## src/kpl_pkg.sv

```systemverilog
// Shared types and constants for the keypad code lock.
`timescale 1ns / 1ps

package kpl_pkg;

    localparam int CODE_W          = 14;
    localparam int CODE_DIGITS     = 4;
    localparam int TABLE_DEPTH_DEF = 256;

    // v / 10 == (v * 52429) >> 19 for every v below 43690
    localparam logic [16:0] DIV10_MUL   = 17'd52429;
    localparam int          DIV10_SHIFT = 19;

    localparam logic [3:0] KEY_DIGIT_MAX = 4'd9;
    localparam logic [3:0] KEY_DELETE    = 4'd10;
    localparam logic [3:0] KEY_CANCEL    = 4'd11;

    typedef enum logic [1:0] {
        OP_KEY    = 2'd0,
        OP_APPEND = 2'd1,
        OP_DELETE = 2'd2,
        OP_CLEAR  = 2'd3
    } op_t;

    typedef enum logic [2:0] {
        RES_NONE       = 3'd0,
        RES_UNLOCKED   = 3'd1,
        RES_REJECTED   = 3'd2,
        RES_LEFT       = 3'd3,
        RES_TABLE_OK   = 3'd4,
        RES_TABLE_FULL = 3'd5,
        RES_BAD_INDEX  = 3'd6
    } res_t;

    typedef enum logic [2:0] {
        S_IDLE,
        S_SCAN,
        S_FETCH,
        S_WRITE,
        S_EMIT
    } state_t;

    // control for one step of the code ring
    typedef struct packed {
        logic              shift;
        logic              wr;
        logic [CODE_W-1:0] data;
    } ring_ctl_t;

endpackage

```

## src/kpl_if.sv

```systemverilog
// Handshake interfaces for the item and result channels.
`timescale 1ns / 1ps

interface kpl_item_if;
    logic        valid;
    logic        ready;
    logic [1:0]  op;
    logic [3:0]  key;
    logic [13:0] entry_code;
    logic [7:0]  entry_index;

    modport source (output valid, op, key, entry_code, entry_index, input ready);
    modport sink   (input valid, op, key, entry_code, entry_index, output ready);
endinterface

interface kpl_result_if;
    logic       valid;
    logic       ready;
    logic [2:0] event_res;
    logic [2:0] digits_entered;
    logic [8:0] stored_count;
    logic [7:0] written_index;

    modport source (output valid, event_res, digits_entered, stored_count, written_index,
                    input ready);
    modport sink   (input valid, event_res, digits_entered, stored_count, written_index,
                    output ready);
endinterface

```

## src/keypad_code_lock_with_code_table_unit.sv

```systemverilog
// Keypad code lock top level: entry logic, table sequencer and result register.
//
//   channel  | role | fields
//   ---------+------+---------------------------------------------------------
//   item     | sink | op, key, entry_code, entry_index
//   result   | src  | event_res, digits_entered, stored_count, written_index
//
// Keys that do not complete a code, clear and bad requests go from idle to emit.
// A fourth digit scans and an append writes while the code ring makes one full
// turn past its head cell. A delete that moves an entry makes two turns: one to
// fetch the last entry, one to write it into the freed slot.
// Reset clears the control state only; table cells are read only below the count.
// A finished result waits in the output register while the next item is taken.
`timescale 1ns / 1ps

module keypad_code_lock_with_code_table_unit #(
    parameter int TABLE_DEPTH = kpl_pkg::TABLE_DEPTH_DEF
) (
    input  logic               clk,
    input  logic               rst_n,
    kpl_item_if.sink           item,
    kpl_result_if.source       result
);

    localparam int CNT_W = $clog2(TABLE_DEPTH + 1);
    localparam int IDX_W = (TABLE_DEPTH > 1) ? $clog2(TABLE_DEPTH) : 1;
    localparam int CMP_W = (CNT_W > 8) ? CNT_W : 8;
    localparam logic [IDX_W-1:0] STEP_LAST = IDX_W'(TABLE_DEPTH - 1);

    kpl_pkg::state_t             state_reg,   state_next;
    logic [IDX_W-1:0]            step_reg,    step_next;
    logic [IDX_W-1:0]            slot_reg,    slot_next;
    logic [IDX_W-1:0]            tgt_reg,     tgt_next;
    logic [kpl_pkg::CODE_W-1:0]  val_reg,     val_next;
    logic                        hit_reg,     hit_next;
    kpl_pkg::res_t               res_reg,     res_next;
    logic [7:0]                  written_reg, written_next;
    logic [CNT_W-1:0]            count_reg,   count_next;
    logic [kpl_pkg::CODE_W-1:0]  entered_reg, entered_next;
    logic [2:0]                  digits_reg,  digits_next;

    logic                        out_valid_reg, out_valid_next;
    logic [2:0]                  out_res_reg,   out_res_next;
    logic [2:0]                  out_digits_reg, out_digits_next;
    logic [8:0]                  out_count_reg, out_count_next;
    logic [7:0]                  out_written_reg, out_written_next;

    kpl_pkg::ring_ctl_t          ring_ctl;
    logic [kpl_pkg::CODE_W-1:0]  head;

    logic [17:0]                 times_ten;
    logic [kpl_pkg::CODE_W-1:0]  shifted_val;
    logic [2:0]                  shifted_digits;
    logic [30:0]                 div_prod;
    logic [kpl_pkg::CODE_W-1:0]  tenth_val;
    logic                        match;
    logic                        step_at_last;
    kpl_pkg::op_t                item_op;

    kpl_ring #(
        .TABLE_DEPTH (TABLE_DEPTH)
    ) u_ring (
        .clk  (clk),
        .ctl  (ring_ctl),
        .head (head)
    );

    assign item_op = kpl_pkg::op_t'(item.op);

    // entered * 10 + digit, kept to the code width
    assign times_ten   = {1'b0, entered_reg, 3'b000} + {3'b000, entered_reg, 1'b0}
                         + {14'd0, item.key};
    assign shifted_val = times_ten[kpl_pkg::CODE_W-1:0];
    // leading zeros are not counted
    assign shifted_digits = (shifted_val == '0) ? 3'd0 : digits_reg + 3'd1;

    assign div_prod  = 31'(entered_reg) * 31'(kpl_pkg::DIV10_MUL);
    assign tenth_val = kpl_pkg::CODE_W'(div_prod[30:kpl_pkg::DIV10_SHIFT]);

    assign match        = (CNT_W'(step_reg) < count_reg) && (head == val_reg);
    assign step_at_last = (step_reg == STEP_LAST);

    assign item.ready            = (state_reg == kpl_pkg::S_IDLE);
    assign result.valid          = out_valid_reg;
    assign result.event_res      = out_res_reg;
    assign result.digits_entered = out_digits_reg;
    assign result.stored_count   = out_count_reg;
    assign result.written_index  = out_written_reg;

    always_ff @(posedge clk or negedge rst_n)
    begin
        if (!rst_n)
        begin
            state_reg     <= kpl_pkg::S_IDLE;
            count_reg     <= '0;
            entered_reg   <= '0;
            digits_reg    <= '0;
            out_valid_reg <= 1'b0;
        end
        else
        begin
            state_reg     <= state_next;
            count_reg     <= count_next;
            entered_reg   <= entered_next;
            digits_reg    <= digits_next;
            out_valid_reg <= out_valid_next;
        end
    end

    always_ff @(posedge clk)
    begin
        step_reg        <= step_next;
        slot_reg        <= slot_next;
        tgt_reg         <= tgt_next;
        val_reg         <= val_next;
        hit_reg         <= hit_next;
        res_reg         <= res_next;
        written_reg     <= written_next;
        out_res_reg     <= out_res_next;
        out_digits_reg  <= out_digits_next;
        out_count_reg   <= out_count_next;
        out_written_reg <= out_written_next;
    end

    always_comb
    begin
        state_next       = state_reg;
        step_next        = step_reg;
        slot_next        = slot_reg;
        tgt_next         = tgt_reg;
        val_next         = val_reg;
        hit_next         = hit_reg;
        res_next         = res_reg;
        written_next     = written_reg;
        count_next       = count_reg;
        entered_next     = entered_reg;
        digits_next      = digits_reg;
        out_valid_next   = out_valid_reg;
        out_res_next     = out_res_reg;
        out_digits_next  = out_digits_reg;
        out_count_next   = out_count_reg;
        out_written_next = out_written_reg;
        ring_ctl.shift   = 1'b0;
        ring_ctl.wr      = 1'b0;
        ring_ctl.data    = val_reg;

        if (out_valid_reg && result.ready)
        begin
            out_valid_next = 1'b0;
        end

        case (state_reg)
            kpl_pkg::S_IDLE:
            begin
                if (item.valid)
                begin
                    step_next    = '0;
                    hit_next     = 1'b0;
                    written_next = '0;
                    res_next     = kpl_pkg::RES_NONE;
                    state_next   = kpl_pkg::S_EMIT;
                    case (item_op)
                        kpl_pkg::OP_KEY:
                        begin
                            if (item.key inside {[4'd0:kpl_pkg::KEY_DIGIT_MAX]})
                            begin
                                if (shifted_digits == 3'(kpl_pkg::CODE_DIGITS))
                                begin
                                    val_next     = shifted_val;
                                    entered_next = '0;
                                    digits_next  = '0;
                                    state_next   = kpl_pkg::S_SCAN;
                                end
                                else
                                begin
                                    entered_next = shifted_val;
                                    digits_next  = shifted_digits;
                                end
                            end
                            else if (item.key == kpl_pkg::KEY_DELETE)
                            begin
                                if (digits_reg != '0)
                                begin
                                    digits_next  = digits_reg - 3'd1;
                                    entered_next = tenth_val;
                                end
                                else
                                begin
                                    entered_next = '0;
                                    digits_next  = '0;
                                    res_next     = kpl_pkg::RES_LEFT;
                                end
                            end
                            else if (item.key == kpl_pkg::KEY_CANCEL)
                            begin
                                entered_next = '0;
                                digits_next  = '0;
                                res_next     = kpl_pkg::RES_LEFT;
                            end
                        end
                        kpl_pkg::OP_APPEND:
                        begin
                            if (count_reg < CNT_W'(TABLE_DEPTH))
                            begin
                                slot_next    = IDX_W'(count_reg);
                                val_next     = item.entry_code;
                                written_next = 8'(count_reg);
                                count_next   = count_reg + CNT_W'(1);
                                res_next     = kpl_pkg::RES_TABLE_OK;
                                state_next   = kpl_pkg::S_WRITE;
                            end
                            else
                            begin
                                res_next = kpl_pkg::RES_TABLE_FULL;
                            end
                        end
                        kpl_pkg::OP_DELETE:
                        begin
                            if (CMP_W'(item.entry_index) < CMP_W'(count_reg))
                            begin
                                count_next = count_reg - CNT_W'(1);
                                res_next   = kpl_pkg::RES_TABLE_OK;
                                // fill the hole with the last entry
                                if (CMP_W'(item.entry_index) != CMP_W'(count_reg - CNT_W'(1)))
                                begin
                                    slot_next  = IDX_W'(count_reg - CNT_W'(1));
                                    tgt_next   = IDX_W'(item.entry_index);
                                    state_next = kpl_pkg::S_FETCH;
                                end
                            end
                            else
                            begin
                                res_next = kpl_pkg::RES_BAD_INDEX;
                            end
                        end
                        kpl_pkg::OP_CLEAR:
                        begin
                            count_next = '0;
                            res_next   = kpl_pkg::RES_TABLE_OK;
                        end
                        default:
                        begin
                            res_next = kpl_pkg::RES_NONE;
                        end
                    endcase
                end
            end

            kpl_pkg::S_SCAN:
            begin
                ring_ctl.shift = 1'b1;
                step_next      = step_reg + IDX_W'(1);
                if (match)
                begin
                    hit_next = 1'b1;
                end
                if (step_at_last)
                begin
                    step_next  = '0;
                    res_next   = (hit_reg || match) ? kpl_pkg::RES_UNLOCKED
                                                    : kpl_pkg::RES_REJECTED;
                    state_next = kpl_pkg::S_EMIT;
                end
            end

            kpl_pkg::S_FETCH:
            begin
                ring_ctl.shift = 1'b1;
                step_next      = step_reg + IDX_W'(1);
                if (step_reg == slot_reg)
                begin
                    val_next = head;
                end
                if (step_at_last)
                begin
                    step_next  = '0;
                    slot_next  = tgt_reg;
                    state_next = kpl_pkg::S_WRITE;
                end
            end

            kpl_pkg::S_WRITE:
            begin
                ring_ctl.shift = 1'b1;
                ring_ctl.wr    = (step_reg == slot_reg);
                step_next      = step_reg + IDX_W'(1);
                if (step_at_last)
                begin
                    step_next  = '0;
                    state_next = kpl_pkg::S_EMIT;
                end
            end

            kpl_pkg::S_EMIT:
            begin
                // hold until the output register is free or draining
                if (!out_valid_reg || result.ready)
                begin
                    out_valid_next   = 1'b1;
                    out_res_next     = res_reg;
                    out_digits_next  = digits_reg;
                    out_count_next   = 9'(count_reg);
                    out_written_next = written_reg;
                    state_next       = kpl_pkg::S_IDLE;
                end
            end

            default:
            begin
                state_next = kpl_pkg::S_IDLE;
            end
        endcase
    end

endmodule

```

## src/kpl_cell.sv

```systemverilog
// One cell of the code ring: holds one stored code, loads from its neighbor.
`timescale 1ns / 1ps

module kpl_cell (
    input  logic                        clk,
    input  logic                        shift,
    input  logic [kpl_pkg::CODE_W-1:0]  d,
    output logic [kpl_pkg::CODE_W-1:0]  q
);

    logic [kpl_pkg::CODE_W-1:0] code_reg;

    always_ff @(posedge clk)
    begin
        if (shift)
        begin
            code_reg <= d;
        end
    end

    assign q = code_reg;

endmodule

```

## src/kpl_ring.sv

```systemverilog
// Ring of code cells; cell 0 is the head, the tail takes the head or new data.
`timescale 1ns / 1ps

module kpl_ring #(
    parameter int TABLE_DEPTH = kpl_pkg::TABLE_DEPTH_DEF
) (
    input  logic                        clk,
    input  kpl_pkg::ring_ctl_t          ctl,
    output logic [kpl_pkg::CODE_W-1:0]  head
);

    logic [kpl_pkg::CODE_W-1:0] cell_q [TABLE_DEPTH];
    logic [kpl_pkg::CODE_W-1:0] tail_d;

    // rewrite the entry passing the head, or recirculate it
    assign tail_d = ctl.wr ? ctl.data : cell_q[0];
    assign head   = cell_q[0];

    for (genvar i = 0; i < TABLE_DEPTH; i++)
    begin : g_cell
        logic [kpl_pkg::CODE_W-1:0] d;

        if (i == TABLE_DEPTH - 1)
        begin : g_tail
            assign d = tail_d;
        end
        else
        begin : g_body
            assign d = cell_q[i+1];
        end

        kpl_cell u_cell (
            .clk   (clk),
            .shift (ctl.shift),
            .d     (d),
            .q     (cell_q[i])
        );
    end

endmodule

```

## src/flat_wrapper.sv

```systemverilog
// flat-port wrapper written by rule: the top's interface ports become plain ports
module keypad_code_lock_with_code_table_unit_flat 
#(
    parameter int TABLE_DEPTH = kpl_pkg::TABLE_DEPTH_DEF
)
  (clk, rst_n, item_valid, item_op, item_key, item_entry_code, item_entry_index, item_ready, result_valid, result_event_res, result_digits_entered, result_stored_count, result_written_index, result_ready);
  kpl_item_if item_i ();
  kpl_result_if result_i ();
  input  logic clk;
  input  logic rst_n;
  input wire logic [$bits(item_i.valid)-1:0] item_valid;
  input wire logic [$bits(item_i.op)-1:0] item_op;
  input wire logic [$bits(item_i.key)-1:0] item_key;
  input wire logic [$bits(item_i.entry_code)-1:0] item_entry_code;
  input wire logic [$bits(item_i.entry_index)-1:0] item_entry_index;
  output wire logic [$bits(item_i.ready)-1:0] item_ready;
  output wire logic [$bits(result_i.valid)-1:0] result_valid;
  output wire logic [$bits(result_i.event_res)-1:0] result_event_res;
  output wire logic [$bits(result_i.digits_entered)-1:0] result_digits_entered;
  output wire logic [$bits(result_i.stored_count)-1:0] result_stored_count;
  output wire logic [$bits(result_i.written_index)-1:0] result_written_index;
  input wire logic [$bits(result_i.ready)-1:0] result_ready;
  assign item_i.valid = item_valid;
  assign item_i.op = item_op;
  assign item_i.key = item_key;
  assign item_i.entry_code = item_entry_code;
  assign item_i.entry_index = item_entry_index;
  assign item_ready = item_i.ready;
  assign result_valid = result_i.valid;
  assign result_event_res = result_i.event_res;
  assign result_digits_entered = result_i.digits_entered;
  assign result_stored_count = result_i.stored_count;
  assign result_written_index = result_i.written_index;
  assign result_i.ready = result_ready;
  keypad_code_lock_with_code_table_unit #(.TABLE_DEPTH(TABLE_DEPTH)) u_core (.clk(clk), .rst_n(rst_n), .item(item_i), .result(result_i));
endmodule
```

## config.mk

```make
export PLATFORM = sky130hd
export DESIGN_NAME = keypad_code_lock_with_code_table_unit_flat
export DESIGN_NICKNAME = d
export VERILOG_FILES = /design/src/kpl_pkg.sv /design/src/kpl_if.sv /design/src/keypad_code_lock_with_code_table_unit.sv /design/src/kpl_cell.sv /design/src/kpl_ring.sv /design/src/flat_wrapper.sv
export SDC_FILE = /design/constraint.sdc
export NUM_CORES = 2
export LEC_CHECK = 0
export BUFFER_PORTS_ARGS = -buffer_cell sky130_fd_sc_hd__buf_2
export CORE_MARGIN = 1.5
export CORE_UTILIZATION = 60
export DETAILED_ROUTE_END_ITERATION = 10
export HOLD_SLACK_MARGIN = 0.06
export PLACE_DENSITY = 0.82
export SLEW_MARGIN = 20
export SYNTH_ARGS = -nofsm -noshare
export SYNTH_HDL_FRONTEND = slang
export SYNTH_SLANG_ARGS = --single-unit
```

## constraint.sdc

```tcl
create_clock -name clk -period 194.4 [get_ports clk]
set_clock_uncertainty 0.2 [all_clocks]
set_input_delay 19.44 -clock clk [delete_from_list [all_inputs] [get_ports clk]]
set_output_delay 19.44 -clock clk [all_outputs]
set_load 0.03 [all_outputs]
```

### Word-level counts from Yosys, hierarchy flattened

Cells that the tools add are included.

| storage, ports and cells | value |
|---|---|
| input port bits | 32 |
| output and inout port bits | 25 |
| bits in registers | 3,687 |
| word-level logic and storage cells | 406 |

| operators by class | value |
|---|---|
| $lt $le $gt $ge | 5 |
| multipliers | 1 |
| reductions and logical operators | 29 |
| multiplexer cells | 62 |
| $add $sub $neg | 7 |
| equality and inequality tests | 30 |

Operator list:

| kind | number |
|---|---|
| 14-bit two-way mux | 10 |
| 3-bit two-way mux | 19 |
| 8-bit two-way mux | 7 |
| 14-bit one-hot mux with 2 select lines | 2 |
| 8-bit one-hot mux with 2 select lines | 3 |
| 14-bit by 16-bit multiplier with 30-bit output, second input constant | 1 |
| 9-bit one-hot mux with 3 select lines | 1 |
| 3-bit one-hot mux with 4 select lines | 2 |
| 8-bit by 9-bit less-than comparator with 1-bit output | 2 |
| 9-bit two-way mux | 2 |
| 2-bit by 1-bit != test with 1-bit output, second input constant | 8 |
| 3-bit by 2-bit != test with 1-bit output, second input constant | 5 |
| 14-bit adder | 1 |
| 14-bit by 4-bit adder with 14-bit output | 1 |
| 14-bit equality test | 1 |
| 14-bit zero test | 1 |
| 7-bit AND reduction | 2 |
| 11-bit two-way mux | 1 |
| 5-bit AND reduction | 2 |
| 9-bit by 1-bit adder with 9-bit output, second input constant | 1 |
| 9-bit less-than comparator, second input constant | 1 |
| 8-bit by 9-bit != test with 1-bit output | 1 |
| 3-bit one-hot mux with 3 select lines | 1 |
| 3-bit nonzero test | 3 |
| 31 further kinds | 56 |

### Depth between registers and ports, before layout

| depth | value |
|---|---|
| depth in word-level cells | 10 |
| mapped depth | 21 |
| mapped depth without buffers | 21 |

### Modules after synthesis

From an unflattened synthesis, not the netlist that was laid out.

| unflattened totals | value |
|---|---|
| cell total of the unflattened synthesis | 4,582 |
| area total of the unflattened synthesis | 117,560.2 sq um |

Modules (own cells, without submodules):

| module | cells an instance | instances | area each (sq um) | seq. area each (sq um) |
|---|---|---|---|---|
| kpl_cell | 14 | 256 | 420.4 | 420.4 |
| keypad_code_lock_with_code_table_unit | 983 | 1 | 9,768.1 | 2,942.8 |
| kpl_ring | 15 | 1 | 168.9 | 0.0 |

### Least setup slack after synthesis

OpenSTA, ideal clock, no wires.

| timing | value |
|---|---|
| path type | register to register |
| from | register u_core.state_reg[2] |
| to | register u_core.step_reg[0], data pin |
| arrival time | 167.828 ns |
| cell stages (with the launch flop) | 5 |
| library setup time | 0.619 ns |
| slack | 25.753 ns |
| cell sequence | dfrtp_1 clkbuf_1 nor2_1 nand2_1 nor2_1 |

| on the way | value |
|---|---|
| longest elaborated chain between the ends | 3 |
| elaborated cells between the ends (all ways) | 6 |

Ends and longest elaborated chain:

| element | line | text |
|---|---|---|
| from (decl) | keypad_code_lock_with_code_table_unit.sv:30 | `kpl_pkg::state_t state_reg, state_next;` |
| from (signal assigned) | keypad_code_lock_with_code_table_unit.sv:94 | `state_reg <= kpl_pkg::S_IDLE;` |
| from (signal assigned) | keypad_code_lock_with_code_table_unit.sv:102 | `state_reg <= state_next;` |
| 3-bit by 1-bit equality test with 1-bit output / 3-bit by 2-bit equality test with 1-bit output (equally long branches) | keypad_code_lock_with_code_table_unit.sv:152 | `case (state_reg)` |
| 3-bit OR reduction (no source line) | -- |  |
| 8-bit one-hot mux with 2 select lines * | keypad_code_lock_with_code_table_unit.sv:152 |  |
| to (signal assigned) | keypad_code_lock_with_code_table_unit.sv:112 | `step_reg <= step_next;` |
| to (decl) | keypad_code_lock_with_code_table_unit.sv:31 | `logic [IDX_W-1:0] step_reg, step_next;` |

Every way passes the cells marked *; elsewhere a longest branch is shown, timed or not.
A chain may end at the register's enable or synchronous reset.

### Worst setup path in the final report

| timing | value |
|---|---|
| from | input port item_key[3] |
| to | register u_core.val_reg[11] (netlist name), enable pin |

| on the way | value |
|---|---|
| longest elaborated chain between the ends | 6 |
| elaborated cells between the ends (all ways) | 10 |

Ends and longest elaborated chain:

| element | line | text |
|---|---|---|
| from (decl) | flat_wrapper.sv:13 | `input wire logic [$bits(item_i.key)-1:0] item_key;` |
| 14-bit by 4-bit adder with 14-bit output | keypad_code_lock_with_code_table_unit.sv:72 | `+ {14'd0, item.key};` |
| 14-bit zero test | keypad_code_lock_with_code_table_unit.sv:75 | `assign shifted_digits = (shifted_val == '0) ? 3'd0 : digits_reg + 3'd1;` |
| 3-bit two-way mux | keypad_code_lock_with_code_table_unit.sv:75 |  |
| 3-bit equality test | keypad_code_lock_with_code_table_unit.sv:167 | `if (shifted_digits == 3'(kpl_pkg::CODE_DIGITS))` |
| 3-bit by 2-bit != test with 1-bit output (no source line) | -- |  |
| 7-bit AND reduction (no source line) * | -- |  |
| to (signal assigned) | keypad_code_lock_with_code_table_unit.sv:115 | `val_reg <= val_next;` |
| to (decl) | keypad_code_lock_with_code_table_unit.sv:34 | `logic [kpl_pkg::CODE_W-1:0] val_reg, val_next;` |

Marks and branches as above.

==> results.md <==
- Routed wire length on met2: 110000 um
- PwrDens: 20.5 nW/um2
- EDFF count, synth: 3657
- Number of global-route vias before repair: 45360
- Seq pwr share: 0.585
- Post-Syn Instances: 4615
- Sw power: 0.000775 W
- CTS Buf Count: 353
- Max Freq: 43.8 MHz
- Ant diodes: 0
- CTS tree: yes
- Top FF cell, synth: edfxtp_1
- Die Wd: 446 um
- Core ar.: 195000 um2
- Die Ht: 446 um
- Cell Area, Synth: 118000 um2
- Critical Path RT: 194.72 ns
- Largest net degree at the start of global routing: 222
- Clock root cell: clkbuf_16
- Routed wire length on met3: 10300 um
- Setup TNS: 0 ns
- RSZ-0062 raised after global routing: false
- Metal-1 WL: 89100 um
- Yosys top cell area share: 0.933
- Kind of critical path: in -> reg
- Crit path arrival time: 23.15 ns
- GPL Wtd Cong: 0.848
- Initial Utilization: 0.604
- Part of the power in combinational logic: 0.168
- XOR/XNOR Fraction of Synth Area: 0.00504
- Max FO, Critical Path: 14
- Clk buf depth: 4
- Setup violators final: 0
- Hold-fix buffers at CTS: 0
- Global-route usage over all layers: 0.219
- TritonRoute pass-1 iters: 6
- Max reg flops: 3584
- Synth Area in Compound Gates: 0.0123
- Run status: completed
- Max-slew violation count: 0
- Max-cap violation count: 0
- IO Port Bufs: 56
- Power share of the clock group: 0.247
- Yosys reg bits: 3687
- Mux contribution to synthesized area: 0.00266
- Post-Route Hold Slack: 0.169 ns
- Post-CTS sizing: 0
- Routed wire length: 215000 um
- Largest area contributor in the netlist: edfxtp_1
- Minimum clock period: 22.83 ns
- Hold Startpoint: u_core.u_ring.g_cell[58].u_cell.q[8]
- Worst Max-Slew Pin Slew: 1.16 ns
- Clk slew on worst S/H paths: 0.07 ns
- Vias per cell: 5.61
- Pleak: 48.3 nW
- Reg2Reg Setup Slack: 187.40 ns
- Synth top area cells: edfxtp_1 93%, ha_1 1.6%, fa_1 0.95%, dfrtp_1 0.64%, inv_1 0.39%
- Antenna viol nets, final: 0
- Worst hold path class: reg -> reg
- Fill cells: 11278
- Period utilization: 0.117
- Most frequent cells after synthesis: 3657 x edfxtp_1, 150 x ha_1, 122 x inv_1, 79 x nand2_1, 64 x o21ai_0
- Sink Count: 3687
- Total grt overflow: 0
- Post-synthesis sequential area ratio: 0.939
- Share of layout cells above drive strength 1: 0.116
- Worst Setup End Kind: flip-flop
- Synth async-reset ratio: 0.00814
- Worst setup SP type: input port
- Slew headroom: 0.228
- Clock Latency Late Sink: 0.94 ns
- Post-route DRC: 0
- Total power: 0.00273 W
- Top layer in use: met5
- DIE AREA: 199000 um2
- Post-synthesis cell type count: 75
- Hold path cells: 0
- Hold EP: u_core.u_ring.g_cell[57].u_cell.q[8]
- Layout Nets: 5280
- Vias: 44486
- Simple-gate share of the synthesized area: 0.0104
- Placed insts: 7303
- Setup bufs post-CTS: 0
- Syn_nets: 4853
- Register-to-Register Path Depth: 21
- Final Hold Vio Count: 0
- Row count: 162
- DRT iter0 DRCs: 4846
- CTS H-Tree Depth: 5
- Pint: 0.00195 W
- WL/cell: 27.1 um
- Main combinational cell family by area after synthesis: adder cells
- Initial antenna violation count: 2
- Most common cell in the synthesized netlist: edfxtp_1
- Layout Cells excl Fill: 7926
- Adder-cell share of the synthesized area: 0.0255
- Io pins: 57
- First-pass GRT wire length: 315000 um
- Syn-to-layout area delta: 12.7%
- Switching Fraction: 0.284
- Maximum vdd drop: 40.2 uV
- Post-synthesis area per instance: 25.5 um2
- DP HPWL: 96500 um
- Yosys warnings: 0
- RR Endpoint: u_core.entered_reg[10]
- R2r startpoint: u_core.entered_reg[3]
power by group through the flow:
stage / registers (W) / clock network [W] / logic, W
4_1_cts: 0.00160 / 0.000689 / 0.000450
3_5_place_dp: 0.00156 / 0 / 0.000428
6_report: 0.00159 / 0.000674 / 0.000459
5_1_grt: 0.00163 / 0.000715 / 0.000502
3_3_place_gp: 0.00154 / 0 / 0.000424
2_1_floorplan: 0.00150 / 0 / 0.000302
worst max-delay path by stage:
stage                         from                  to  slack [ns]  cells past startpoint
2_1_floorplan  u_core.state_reg[2]  u_core.step_reg[0]       25.75                      4
3_3_place_gp           item_key[3]  u_core.val_reg[10]      170.73                     12
3_5_place_dp           item_key[3]  u_core.val_reg[11]      170.74                     12
4_1_cts                item_key[3]  u_core.val_reg[11]      171.67                     12
5_1_grt                item_key[3]  u_core.val_reg[11]      171.42                     12
6_report               item_key[3]  u_core.val_reg[11]      171.57                     12
routing by layer:
metal / global-route usage / up-vias
met4: 0.0574 / 2
met3: 0.0348 / 382
met5: 0 / -
li1: - / 19203
met2: 0.361 / 1471
met1: 0.311 / 23428
cells by family (layout without fill, tap and decap cells):
| group | count (synthesis) | in the layout |
|---|---|---|
| and+or+nand+nor | 247 | 247 |
| muxes | 29 | 29 |
| buffers and inverters | 156 | 843 |
| AOI/OAI and AO/OA | 224 | 224 |
| DFF | 3687 | 3687 |
| xor gates and xnor gates | 66 | 66 |
| adders and majority gates | 206 | 206 |
critical path, cell delays in order:
cell      delay (ns)
buf_2           0.13
fa_1            0.56
inv_1           0.07
fa_1            0.46
nand2b_1        0.23
a21o_2          0.24
a21oi_2         0.21
o41ai_4         0.11
xnor2_2         0.35
nor4_4          0.19
nor4b_1         0.48
o21a_1          0.67
final cells by class:
type                       instances  area, um2  area share
clock buffer                     435       9250      0.0697
clock inverter                   180       1690      0.0127
inverter                         124        465     0.00351
multi-input combinational        772       6590      0.0496
sequential                      3687     111000       0.833
tap                             2624       3280      0.0247
timing repair buffer             104        918     0.00692
metrics by stage:
stage / util / setup slack (ns) / area (um2)
2_1_floorplan: - / 25.75 / 118000
3_3_place_gp: 0.623 / 170.73 / 122000
3_5_place_dp: 0.623 / 170.74 / 122000
4_1_cts: 0.680 / 171.67 / 133000
5_1_grt: 0.681 / 171.42 / 133000
6_report: 0.681 / 171.57 / 133000
placed cells by master (no fill, tap or decap), types with 6 or more instances in the layout:
cell,Yosys,routed
bufinv_16,0,31
mux2i_1,11,11
mux2_2,18,18
nand2_1,79,79
and3_1,9,8
clkbuf_1,23,77
xor2_1,25,25
clkbuf_16,0,358
o211ai_1,13,13
inv_1,122,122
fa_1,56,56
buf_6,2,10
buf_16,0,7
buf_2,4,56
or2_2,6,6
nand3_1,12,12
nor2_1,56,55
nor3_1,21,21
clkinv_2,0,61
clkinv_1,1,68
buf_12,0,8
dfrtp_1,30,30
a211oi_1,10,10
o21ai_0,64,63
a21oi_1,53,53
o31ai_1,6,6
o21a_1,7,7
edfxtp_1,3657,3657
buf_4,0,23
a21o_1,9,9
nand4_1,18,18
clkinvlp_4,0,10
xnor2_1,39,39
nand2b_1,12,12
ha_1,150,150
No activity file was read; power rests on OpenSTA's default activity.
